--- config.mk ---
export PLATFORM = sky130hd
export DESIGN_NAME = cyclic_keyframe_interpolator
export DESIGN_NICKNAME = d
export VERILOG_FILES = /design/src/ckf_pkg.sv /design/src/ckf_ram.sv /design/src/ckf_dp.sv /design/src/ckf_ctrl.sv /design/src/cyclic_keyframe_interpolator.sv
export SDC_FILE = /design/constraint.sdc
export NUM_CORES = 2
export LEC_CHECK = 0
export BUFFER_PORTS_ARGS = -buffer_cell sky130_fd_sc_hd__buf_4
export CAP_MARGIN = 40
export CELL_PAD_IN_SITES_DETAIL_PLACEMENT = 0
export CELL_PAD_IN_SITES_GLOBAL_PLACEMENT = 1
export CORE_UTILIZATION = 35
export CTS_BUF_LIST = sky130_fd_sc_hd__clkbuf_4
export DETAILED_ROUTE_END_ITERATION = 10
export GPL_TIMING_DRIVEN = 0
export MAX_ROUTING_LAYER = met4
export PLACE_DENSITY = 0.65
export SLEW_MARGIN = 20
export SYNTH_ARGS = -nofsm -noshare
export SYNTH_HDL_FRONTEND = slang
export SYNTH_SLANG_ARGS = --single-unit
export TNS_END_PERCENT = 1
--- constraint.sdc ---
create_clock -name clk -period 11.8 [get_ports clk]
set_input_delay 2.36 -clock clk [delete_from_list [all_inputs] [get_ports clk]]
set_output_delay 2.36 -clock clk [all_outputs]
set_load 0.02 [all_outputs]
--- src/ckf_pkg.sv ---
// ----------------------------------------------------------------------------
// Cyclic keyframe interpolator package
// Types and constants shared by the controller, the datapath and the top level.
// ----------------------------------------------------------------------------
package ckf_pkg;

  localparam int POS_W       = 16;
  localparam int VAL_W       = 16;
  localparam int IDX_W       = 4;
  localparam int CFG_W       = 5;
  localparam int DIFF_W      = 17;
  localparam int PROD_W      = 33;
  localparam int NUM_W       = 34;
  localparam int QUO_W       = 17;
  localparam int RES_W       = 19;
  localparam int DIV_STEPS   = 17;
  localparam int STEP_W      = 5;
  localparam int IN_TDATA_W  = 56;
  localparam int OUT_TDATA_W = 16;
  localparam int ENTRY_W     = POS_W + VAL_W;

  localparam logic KIND_WRITE  = 1'b0;
  localparam logic KIND_LOOKUP = 1'b1;

  typedef enum logic [2:0] {
    ST_IDLE,
    ST_SCAN,
    ST_PREP,
    ST_MUL,
    ST_NUM,
    ST_DIV,
    ST_FIN
  } ckf_state_t;

  typedef struct packed {
    logic ram_wr;
    logic capture_key;
    logic cmp_en;
    logic cmp_first;
    logic cmp_last;
    logic prep;
    logic mul;
    logic div_init;
    logic div_step;
    logic load_out;
  } ckf_cmd_t;

  typedef struct packed {
    logic cmp_done;
    logic out_free;
  } ckf_status_t;

endpackage

--- src/ckf_ram.sv ---
// ----------------------------------------------------------------------------
// Keyframe RAM
// Generic single write port, single read port memory with registered read.
// ----------------------------------------------------------------------------
module ckf_ram #(
  parameter int WIDTH = 32,
  parameter int DEPTH = 16
) (
  input  logic                                   clk,
  input  logic                                   wr_en,
  input  logic [$clog2(DEPTH > 1 ? DEPTH : 2)-1:0] wr_addr,
  input  logic [WIDTH-1:0]                       wr_data,
  input  logic [$clog2(DEPTH > 1 ? DEPTH : 2)-1:0] rd_addr,
  output logic [WIDTH-1:0]                       rd_data
);

  logic [WIDTH-1:0] mem [DEPTH];

  always_ff @(posedge clk) begin
    if (wr_en) begin
      mem[wr_addr] <= wr_data;
    end
    rd_data <= mem[rd_addr];
  end

endmodule

--- src/ckf_dp.sv ---
// ----------------------------------------------------------------------------
// Cyclic keyframe interpolator datapath
// Keyframe storage, neighbour capture, span arithmetic, restoring divider
// and the output register.
// ----------------------------------------------------------------------------
module ckf_dp
  import ckf_pkg::*;
#(
  parameter int TABLE_DEPTH = 16
) (
  input  logic                                         clk,
  input  logic                                         rst_n,
  input  ckf_cmd_t                                     cmd,
  output ckf_status_t                                  status,
  input  logic [$clog2(TABLE_DEPTH > 1 ? TABLE_DEPTH : 2)-1:0] rd_addr,
  input  logic [IN_TDATA_W-1:0]                        in_tdata,
  output logic                                         out_tvalid,
  input  logic                                         out_tready,
  output logic [OUT_TDATA_W-1:0]                       out_tdata,
  output logic [0:0]                                   out_tuser
);

  localparam int AW = $clog2(TABLE_DEPTH > 1 ? TABLE_DEPTH : 2);

  logic [IDX_W-1:0]   wr_idx;
  logic [POS_W-1:0]   wr_pos;
  logic [VAL_W-1:0]   wr_val;
  logic [POS_W-1:0]   in_key;
  logic               wr_ok;
  logic [ENTRY_W-1:0] rd_data;
  logic [POS_W-1:0]   rd_pos;
  logic               hit;
  logic               up_found;

  logic [POS_W-1:0]   key_r;
  logic [ENTRY_W-1:0] prev_r, first_r, up_r, lo_r;
  logic               first_hit_r;
  logic [POS_W-1:0]   span_r, off_r;
  logic               ge_r;
  logic [DIFF_W-1:0]  d_r;
  logic [PROD_W-1:0]  prod_r;
  logic [POS_W-1:0]   rem_r;
  logic [QUO_W-1:0]   quo_r;
  logic               ovf_r;
  logic               out_valid_r;
  logic [VAL_W-1:0]   out_val_r;
  logic               out_flag_r;

  logic signed [DIFF_W-1:0] vup_s, vlo_s, diff_s;
  logic [NUM_W-1:0]         num;
  logic [QUO_W-1:0]         num_hi;
  logic [QUO_W-1:0]         trial;
  logic                     trial_ge;
  logic [QUO_W-1:0]         q;
  logic signed [RES_W-1:0]  vlo_w, sum_w;
  logic [VAL_W-1:0]         res;

  assign wr_idx = in_tdata[3:0];
  assign wr_pos = in_tdata[19:4];
  assign wr_val = in_tdata[35:20];
  assign in_key = in_tdata[51:36];
  assign wr_ok  = 32'(wr_idx) < 32'(TABLE_DEPTH);

  ckf_ram #(
    .WIDTH (ENTRY_W),
    .DEPTH (TABLE_DEPTH)
  ) u_ram (
    .clk     (clk),
    .wr_en   (cmd.ram_wr && wr_ok),
    .wr_addr (AW'(wr_idx)),
    .wr_data ({wr_val, wr_pos}),
    .rd_addr (rd_addr),
    .rd_data (rd_data)
  );

  // When the key sits at or below the first entry, the scan runs on to the
  // last entry, which becomes the lower neighbour.
  assign rd_pos   = rd_data[POS_W-1:0];
  assign hit      = key_r <= rd_pos;
  assign up_found = hit && !cmd.cmp_first && !first_hit_r;
  assign status.cmp_done = up_found || cmd.cmp_last;
  assign status.out_free = !out_valid_r || out_tready;

  assign vup_s  = DIFF_W'($signed(up_r[ENTRY_W-1:POS_W]));
  assign vlo_s  = DIFF_W'($signed(lo_r[ENTRY_W-1:POS_W]));
  assign diff_s = vup_s - vlo_s;

  assign num    = NUM_W'(prod_r) + NUM_W'(span_r >> 1);
  assign num_hi = num[NUM_W-1:NUM_W-QUO_W];

  assign trial    = {rem_r, quo_r[QUO_W-1]};
  assign trial_ge = trial >= QUO_W'(span_r);

  always_comb begin
    q     = ovf_r ? {QUO_W{1'b1}} : quo_r;
    vlo_w = RES_W'($signed(lo_r[ENTRY_W-1:POS_W]));
    if (ge_r) begin
      sum_w = vlo_w + $signed(RES_W'(q));
    end else begin
      sum_w = vlo_w - $signed(RES_W'(q));
    end
    if (sum_w > RES_W'(32767)) begin
      res = 16'h7fff;
    end else if (sum_w < -RES_W'(32768)) begin
      res = 16'h8000;
    end else begin
      res = sum_w[VAL_W-1:0];
    end
  end

  always_ff @(posedge clk) begin
    if (cmd.capture_key) begin
      key_r <= in_key;
    end
    if (cmd.cmp_en) begin
      prev_r <= rd_data;
      if (cmd.cmp_first) begin
        first_r     <= rd_data;
        first_hit_r <= hit;
      end
      if (up_found) begin
        up_r <= rd_data;
        lo_r <= prev_r;
      end else if (cmd.cmp_last) begin
        up_r <= cmd.cmp_first ? rd_data : first_r;
        lo_r <= rd_data;
      end
    end
    if (cmd.prep) begin
      span_r <= up_r[POS_W-1:0] - lo_r[POS_W-1:0];
      off_r  <= key_r - lo_r[POS_W-1:0];
      ge_r   <= !diff_s[DIFF_W-1];
      d_r    <= diff_s[DIFF_W-1] ? DIFF_W'(-diff_s) : DIFF_W'(diff_s);
    end
    if (cmd.mul) begin
      prod_r <= PROD_W'(d_r) * PROD_W'(off_r);
    end
    if (cmd.div_init) begin
      rem_r <= num_hi[POS_W-1:0];
      quo_r <= num[QUO_W-1:0];
      ovf_r <= num_hi >= QUO_W'(span_r);
    end else if (cmd.div_step) begin
      rem_r <= trial_ge ? POS_W'(trial - QUO_W'(span_r)) : trial[POS_W-1:0];
      quo_r <= {quo_r[QUO_W-2:0], trial_ge};
    end
    if (cmd.load_out) begin
      if (span_r == '0) begin
        out_val_r  <= lo_r[ENTRY_W-1:POS_W];
        out_flag_r <= 1'b1;
      end else begin
        out_val_r  <= res;
        out_flag_r <= 1'b0;
      end
    end
  end

  always_ff @(posedge clk) begin
    if (!rst_n) begin
      out_valid_r <= 1'b0;
    end else if (cmd.load_out) begin
      out_valid_r <= 1'b1;
    end else if (out_tready) begin
      out_valid_r <= 1'b0;
    end
  end

  assign out_tvalid   = out_valid_r;
  assign out_tdata    = out_val_r;
  assign out_tuser[0] = out_flag_r;

endmodule

--- src/ckf_ctrl.sv ---
// ----------------------------------------------------------------------------
// Cyclic keyframe interpolator controller
// Sequences input acceptance, the table scan, the arithmetic steps and the
// hand-over to the output register; holds the entry count register.
// ----------------------------------------------------------------------------
module ckf_ctrl
  import ckf_pkg::*;
#(
  parameter int TABLE_DEPTH = 16
) (
  input  logic                                         clk,
  input  logic                                         rst_n,
  input  logic                                         in_tvalid,
  output logic                                         in_tready,
  input  logic [0:0]                                   in_tuser,
  input  logic                                         cfg_valid,
  output logic                                         cfg_ready,
  input  logic [CFG_W-1:0]                             cfg_data,
  output ckf_cmd_t                                     cmd,
  input  ckf_status_t                                  status,
  output logic [$clog2(TABLE_DEPTH > 1 ? TABLE_DEPTH : 2)-1:0] rd_addr
);

  localparam int AW = $clog2(TABLE_DEPTH > 1 ? TABLE_DEPTH : 2);
  localparam int NW = $clog2(TABLE_DEPTH + 1) > AW ? $clog2(TABLE_DEPTH + 1) : AW;

  ckf_state_t        state_r, state_nxt;
  logic [NW-1:0]     n_r, n_nxt;
  logic [NW-1:0]     idx_r, idx_nxt;
  logic [NW-1:0]     cmp_idx_r, cmp_idx_nxt;
  logic              cmp_vld_r, cmp_vld_nxt;
  logic [STEP_W-1:0] step_r, step_nxt;
  logic              accept;

  assign in_tready = state_r == ST_IDLE;
  assign cfg_ready = 1'b1;
  assign accept    = in_tvalid && in_tready;
  assign rd_addr   = idx_r[AW-1:0];

  always_comb begin
    n_nxt = n_r;
    if (cfg_valid) begin
      if (cfg_data == '0) begin
        n_nxt = NW'(1);
      end else if (32'(cfg_data) > 32'(TABLE_DEPTH)) begin
        n_nxt = NW'(TABLE_DEPTH);
      end else begin
        n_nxt = NW'(cfg_data);
      end
    end
  end

  always_comb begin
    state_nxt   = state_r;
    idx_nxt     = idx_r;
    cmp_idx_nxt = cmp_idx_r;
    cmp_vld_nxt = cmp_vld_r;
    step_nxt    = step_r;
    case (state_r)
      ST_IDLE: begin
        idx_nxt     = '0;
        cmp_vld_nxt = 1'b0;
        if (accept && in_tuser[0] == KIND_LOOKUP) begin
          state_nxt = ST_SCAN;
        end
      end
      ST_SCAN: begin
        idx_nxt     = idx_r + NW'(1);
        cmp_idx_nxt = idx_r;
        cmp_vld_nxt = 1'b1;
        if (cmp_vld_r && status.cmp_done) begin
          state_nxt = ST_PREP;
        end
      end
      ST_PREP: state_nxt = ST_MUL;
      ST_MUL:  state_nxt = ST_NUM;
      ST_NUM: begin
        step_nxt  = '0;
        state_nxt = ST_DIV;
      end
      ST_DIV: begin
        step_nxt = step_r + STEP_W'(1);
        if (step_r == STEP_W'(DIV_STEPS - 1)) begin
          state_nxt = ST_FIN;
        end
      end
      ST_FIN: begin
        if (status.out_free) begin
          state_nxt = ST_IDLE;
        end
      end
      default: state_nxt = ST_IDLE;
    endcase
  end

  always_comb begin
    cmd             = '0;
    cmd.ram_wr      = accept && in_tuser[0] == KIND_WRITE;
    cmd.capture_key = accept && in_tuser[0] == KIND_LOOKUP;
    cmd.cmp_first   = cmp_idx_r == '0;
    cmd.cmp_last    = cmp_idx_r == n_r - NW'(1);
    case (state_r)
      ST_SCAN:  cmd.cmp_en   = cmp_vld_r;
      ST_PREP:  cmd.prep     = 1'b1;
      ST_MUL:   cmd.mul      = 1'b1;
      ST_NUM:   cmd.div_init = 1'b1;
      ST_DIV:   cmd.div_step = 1'b1;
      ST_FIN:   cmd.load_out = status.out_free;
      default:  cmd.cmp_en   = 1'b0;
    endcase
  end

  always_ff @(posedge clk) begin
    if (!rst_n) begin
      state_r   <= ST_IDLE;
      n_r       <= NW'(1);
      idx_r     <= '0;
      cmp_idx_r <= '0;
      cmp_vld_r <= 1'b0;
      step_r    <= '0;
    end else begin
      state_r   <= state_nxt;
      n_r       <= n_nxt;
      idx_r     <= idx_nxt;
      cmp_idx_r <= cmp_idx_nxt;
      cmp_vld_r <= cmp_vld_nxt;
      step_r    <= step_nxt;
    end
  end

endmodule

--- src/cyclic_keyframe_interpolator.sv ---
// ----------------------------------------------------------------------------
// Cyclic keyframe interpolator
// A write word stores one keyframe; the block stays ready for the next word.
// A lookup word scans entries from index zero, one per cycle on the single
// read port of the keyframe RAM, until it finds the first position at or
// above the key, then interpolates between that entry and the one before it
// (wrapping round the cycle) using a 17-step restoring divider. When the key
// is at or below the first position, the scan runs on to the last entry in
// use, which is the earlier neighbour. The result sits in an output register,
// so the next word is taken while it waits. A zero span returns the earlier
// value with the flag raised.
// ----------------------------------------------------------------------------
module cyclic_keyframe_interpolator
  import ckf_pkg::*;
#(
  parameter int TABLE_DEPTH = 16
) (
  input  logic                   clk,
  input  logic                   rst_n,
  input  logic                   in_tvalid,
  output logic                   in_tready,
  // entry_index, entry_position, entry_value, lookup_key, zero padding
  input  logic [IN_TDATA_W-1:0]  in_tdata,
  // kind
  input  logic [0:0]             in_tuser,
  output logic                   out_tvalid,
  input  logic                   out_tready,
  // interpolated_value
  output logic [OUT_TDATA_W-1:0] out_tdata,
  // span_was_zero
  output logic [0:0]             out_tuser,
  input  logic                   cfg_valid,
  output logic                   cfg_ready,
  input  logic [CFG_W-1:0]       cfg_data
);

  localparam int AW = $clog2(TABLE_DEPTH > 1 ? TABLE_DEPTH : 2);

  ckf_cmd_t        cmd;
  ckf_status_t     status;
  logic [AW-1:0]   rd_addr;

  ckf_ctrl #(
    .TABLE_DEPTH (TABLE_DEPTH)
  ) u_ctrl (
    .clk       (clk),
    .rst_n     (rst_n),
    .in_tvalid (in_tvalid),
    .in_tready (in_tready),
    .in_tuser  (in_tuser),
    .cfg_valid (cfg_valid),
    .cfg_ready (cfg_ready),
    .cfg_data  (cfg_data),
    .cmd       (cmd),
    .status    (status),
    .rd_addr   (rd_addr)
  );

  ckf_dp #(
    .TABLE_DEPTH (TABLE_DEPTH)
  ) u_dp (
    .clk        (clk),
    .rst_n      (rst_n),
    .cmd        (cmd),
    .status     (status),
    .rd_addr    (rd_addr),
    .in_tdata   (in_tdata),
    .out_tvalid (out_tvalid),
    .out_tready (out_tready),
    .out_tdata  (out_tdata),
    .out_tuser  (out_tuser)
  );

endmodule

==> out/results.md <==
## Outcome
* **result of the run** complete, no violations

## Final layout
* **layout cells sized above 1** 21.3%
* **nets@finish** 4251
* **area added between synthesis and finish** 14.3%
* **final design area excluding fillers** 53400 um2
* **Layout Cells excl Fill** 5676

## Floorplan
* **Top-Level Pins** 87
* **starting density of the core** 35.4%
* **die boundary width** 367 um
* **Die Footprint** 135000 um2
* **chip height** 367 um
* **core region area** 132000 um2
* **# rows** 133

## Synth
* **count of synthesis-stage warnings from yosys** 0
* **xor/xnor cell area share of the yosys netlist** 2.76%
* **simple-gate portion of the synthesized area** 7.95%
* **number of nets produced by synthesis** 3891
* **most used flip-flop cell after synthesis** sky130_fd_sc_hd__edfxtp_1
* **share of the synthesized area in compound gates (AO/OA/AOI/OAI)** 5.79%
* **post-synthesis area per instance** 13.9 um2
* **total standard cell area after synthesis** 46700 um2
* **Gate Count Post-Synth** 3372
* **mux share of post-synthesis cell area** 10.9%
* **number of synthesized flops with an enable pin** 791
* **Seq cells post-synth** 848
* **proportion of register bits with asynchronous set or reset after synthesis** 0%
* **post-synthesis share of cell area spent on full adders, half adders and majority gates** 15.5%
* **sequential-to-total area share from yosys stat** 53.3%
* **distinct cell type count of the synthesized netlist** 78
* **dominant combinational cell family by area after synthesis** adder cells

## Hold path
* **path type of the worst min-delay path** register to register

## STA
* **final total negative setup slack** 0 ns
* **clock period minus worst slack** 7.99 ns
* **Period Utilization, post-route** 67.7%
* **Tightest Pin Transition** 0.853 ns
* **maximum clock frequency** 125 MHz
* **Final Slew Violations** 0
* **final clock skew** 0.0933 ns
* **endpoints failing hold** 0
* **RSZ-0062 raised after global routing** false
* **worst slew margin relative to its limit** 43.1%
* **number of failing setup endpoints in the final timing report** 0

## CTS
* **number of buffers inserted to repair setup after CTS** 0
* **cts hold-fix bufs** 0
* **clock latency on the worst-skew pair** 1.12 ns
* **Bufs on Longest Clock Path** 3
* **CTS HTree Levels** 4
* **TritonCTS buffer count** 213
* **clock root cell** sky130_fd_sc_hd__clkbuf_4
* **Resized cells post-CTS** 0
* **clock tree from TritonCTS** done
* **clk sinks** 848
* **Clock Pin Slew Worst Setup and Hold Paths** 0.07 ns

## Placed design
* **gp weighted congestion** 0.848
* **Port Buffer Count** 81
* **number of placed instances with taps included** 5271
* **detailed placer's ending HPWL** 88.5 mm
* **placement-stage cell area** 50600 um2

## Drt
* **drt pass-1 iters** 5
* **DRC** 0
* **remaining antenna violation count after routing** 0
* **DR vias** 28208
* **average vias per placed instance** 4.97
* **number of design-rule violations left by the first detailed-router iteration** 1707
* **routed wire length** 117 mm
* **average wire per standard cell** 20.6 um

## Global route
* **total track usage** 18.0%
* **total gr overflow** 0
* **maximum number of pins on one net before global-route repair** 55
* **global routing met2 resource utilization** 29.3%
* **initial antenna violation count** 10
* **first-pass GRT wire length** 178 mm
* **met3 routing resource usage after global routing** 3.26%
* **Most Used Layer, Global Route** met2
* **grt met1 use** 22.8%
* **vias in the first global route** 29233

## Setup path
* **startpoint-to-endpoint class of the critical path** register to register
* **category of cells accounting for the largest share of critical-path delay** adder cells
* **critical path startpoint category** register
* **arrival time of the worst setup path** 8.81 ns
* **register-to-register path setup slack** 3.81 ns
* **cell-by-cell listing of the critical path** clkbuf_1 -> clkbuf_1 -> nand2_1 -> fa_1 -> fa_1 -> inv_1 -> fa_1 -> fa_1 -> fa_1 -> inv_1 -> fa_1 -> inv_1 -> ha_1 -> buf_2 -> a211o_1 -> a2111oi_0 -> o21ai_0 -> a22o_1 -> a21oi_1 -> nand2b_1 -> a21oi_1 -> o21ai_0 -> xor2_1
* **required time at the worst-slack endpoint** 12.62 ns
* **combined buffer and inverter count along the critical path** 6
* **cell repeated most along the worst path** sky130_fd_sc_hd__fa_1
* **Crit-path slowest cell** sky130_fd_sc_hd__clkbuf_1
* **capturing element type of the critical path** register
* **maximum cell stage delay along the critical path** 0.61 ns
* **top fanout value on the critical path** 10

## Job
* **maximum capacitance violations** 0

## Power and ir drop
* **static leakage** 0.0200 uW
* **pwr/cell area** 112 nW/um2
* **VDD IR max** 160 uV

==> cell type report <==
type	count	area (um2)
Multi-Input combinational cell	2065	20200
Timing Repair Buffer	145	1520
Clock inverter	60	340
Antenna cell	17	42.5
Sequential cell	848	24900
Fill cell	12407	78600
Tap cell	1755	2200
Clock buffer	327	2450
Inverter	344	1290
Buffer	115	474
==> path summary, 6_finish.rpt <==
path / start / to / cells past startpoint
hold / removal: u_dp.u_ram.rd_data[27] / u_dp.prev_r[27] / 0
setup / recovery: u_dp.off_r[7] / u_dp.prod_r[31] / 23
hold reg to reg: u_dp.u_ram.rd_data[27] / u_dp.prev_r[27] / 0
setup reg to reg: u_dp.off_r[7] / u_dp.prod_r[31] / 23
==> per-stage QoR <==
| step | util (%) | setup slack, ns | total power [uW] | hold WS [ns] |
|---|---|---|---|---|
| finish | 40.5 | 3.81 | 6010 | 0.448 |
| global route | 40.5 | 3.47 | 6260 | 0.466 |
| CTS | 40.4 | 3.85 | 6090 | 0.433 |
| detailed placement | 38.3 | 3.87 | 3580 | 0.471 |
| global placement | 37.5 | 2.96 | 3560 | 0.465 |
| floorplan | - | 5.38 | 3480 | 0.437 |
==> report_power, final <==
| group | switching (uW) | total [uW] | internal, uW |
|---|---|---|---|
| Clock | 1190 | 2500 | 1310 |
| Sequential | 10.5 | 3310 | 3300 |
| Combinational | 111 | 201 | 89.7 |
| Total | 1310 | 6010 | 4700 |
==> cells by family (layout without fill, tap and decap cells) <==
logic type / count (synthesis) / count (layout)
buffers and inverters: 459 / 991
multiplexers: 291 / 291
AO/OA/AOI/OAI: 417 / 417
adder cells (fa/ha/maj): 452 / 452
flip-flops: 848 / 848
AND/OR/NAND/NOR: 757 / 757
XOR/XNOR: 147 / 147
other: 1 / 18
==> Yosys cell counts (all sizes together) (41+ instances only) <==
library cell,instances,area [um2]
fa,214,4280
nand3,41,205
a21oi,104,532
clkbuf,89,334
xnor2,109,955
mux2,118,1360
inv,344,1290
mux4,160,3600
edfxtp,791,23800
o21ai,115,587
and2,138,863
nor2,143,537
nand2,235,882
ha,238,2980
dfxtp,57,1140
nor3,52,265
==> cell usage in the layout, fill, tap and decap left out, types with 16 or more instances in the layout <==
| cell type | n |
|---|---|
| sky130_fd_sc_hd__a211oi_1 | 16 |
| sky130_fd_sc_hd__a21o_1 | 38 |
| sky130_fd_sc_hd__a21oi_1 | 101 |
| sky130_fd_sc_hd__and2_1 | 136 |
| sky130_fd_sc_hd__buf_4 | 97 |
| sky130_fd_sc_hd__buf_6 | 27 |
| sky130_fd_sc_hd__clkbuf_1 | 87 |
| sky130_fd_sc_hd__clkbuf_4 | 327 |
| sky130_fd_sc_hd__clkinv_1 | 40 |
| sky130_fd_sc_hd__dfxtp_1 | 57 |
| sky130_fd_sc_hd__diode_2 | 17 |
| sky130_fd_sc_hd__edfxtp_1 | 791 |
| sky130_fd_sc_hd__fa_1 | 214 |
| sky130_fd_sc_hd__ha_1 | 238 |
| sky130_fd_sc_hd__inv_1 | 343 |
| sky130_fd_sc_hd__mux2_2 | 110 |
| sky130_fd_sc_hd__mux4_2 | 160 |
| sky130_fd_sc_hd__nand2_1 | 235 |
| sky130_fd_sc_hd__nand2b_1 | 21 |
| sky130_fd_sc_hd__nand3_1 | 41 |
| sky130_fd_sc_hd__nand4_1 | 25 |
| sky130_fd_sc_hd__nor2_1 | 130 |
| sky130_fd_sc_hd__nor2b_1 | 32 |
| sky130_fd_sc_hd__nor3_1 | 47 |
| sky130_fd_sc_hd__o21a_1 | 28 |
| sky130_fd_sc_hd__o21ai_0 | 111 |
| sky130_fd_sc_hd__xnor2_1 | 109 |
| sky130_fd_sc_hd__xor2_1 | 38 |
==> registers in the layout, summed over array words and instances, names as in the netlist, 17 cells and up <==
signal              count
u_dp.prod_r            33
u_dp.lo_r              32
u_dp.u_ram.rd_data     32
u_dp.d_r               17
u_dp.prev_r            32
u_dp.quo_r             17
u_dp.up_r              32
u_dp.u_ram.mem        512
u_dp.first_r           32
==> per-layer routing <==
layer / part of all wire (%) / routed length [um]
met5: 0 / 0
met4: 2.0 / 2290
met3: 4.4 / 5110
met2: 50 / 57900
met1: 44 / 51600
Power figures use the tool's default switching activity.
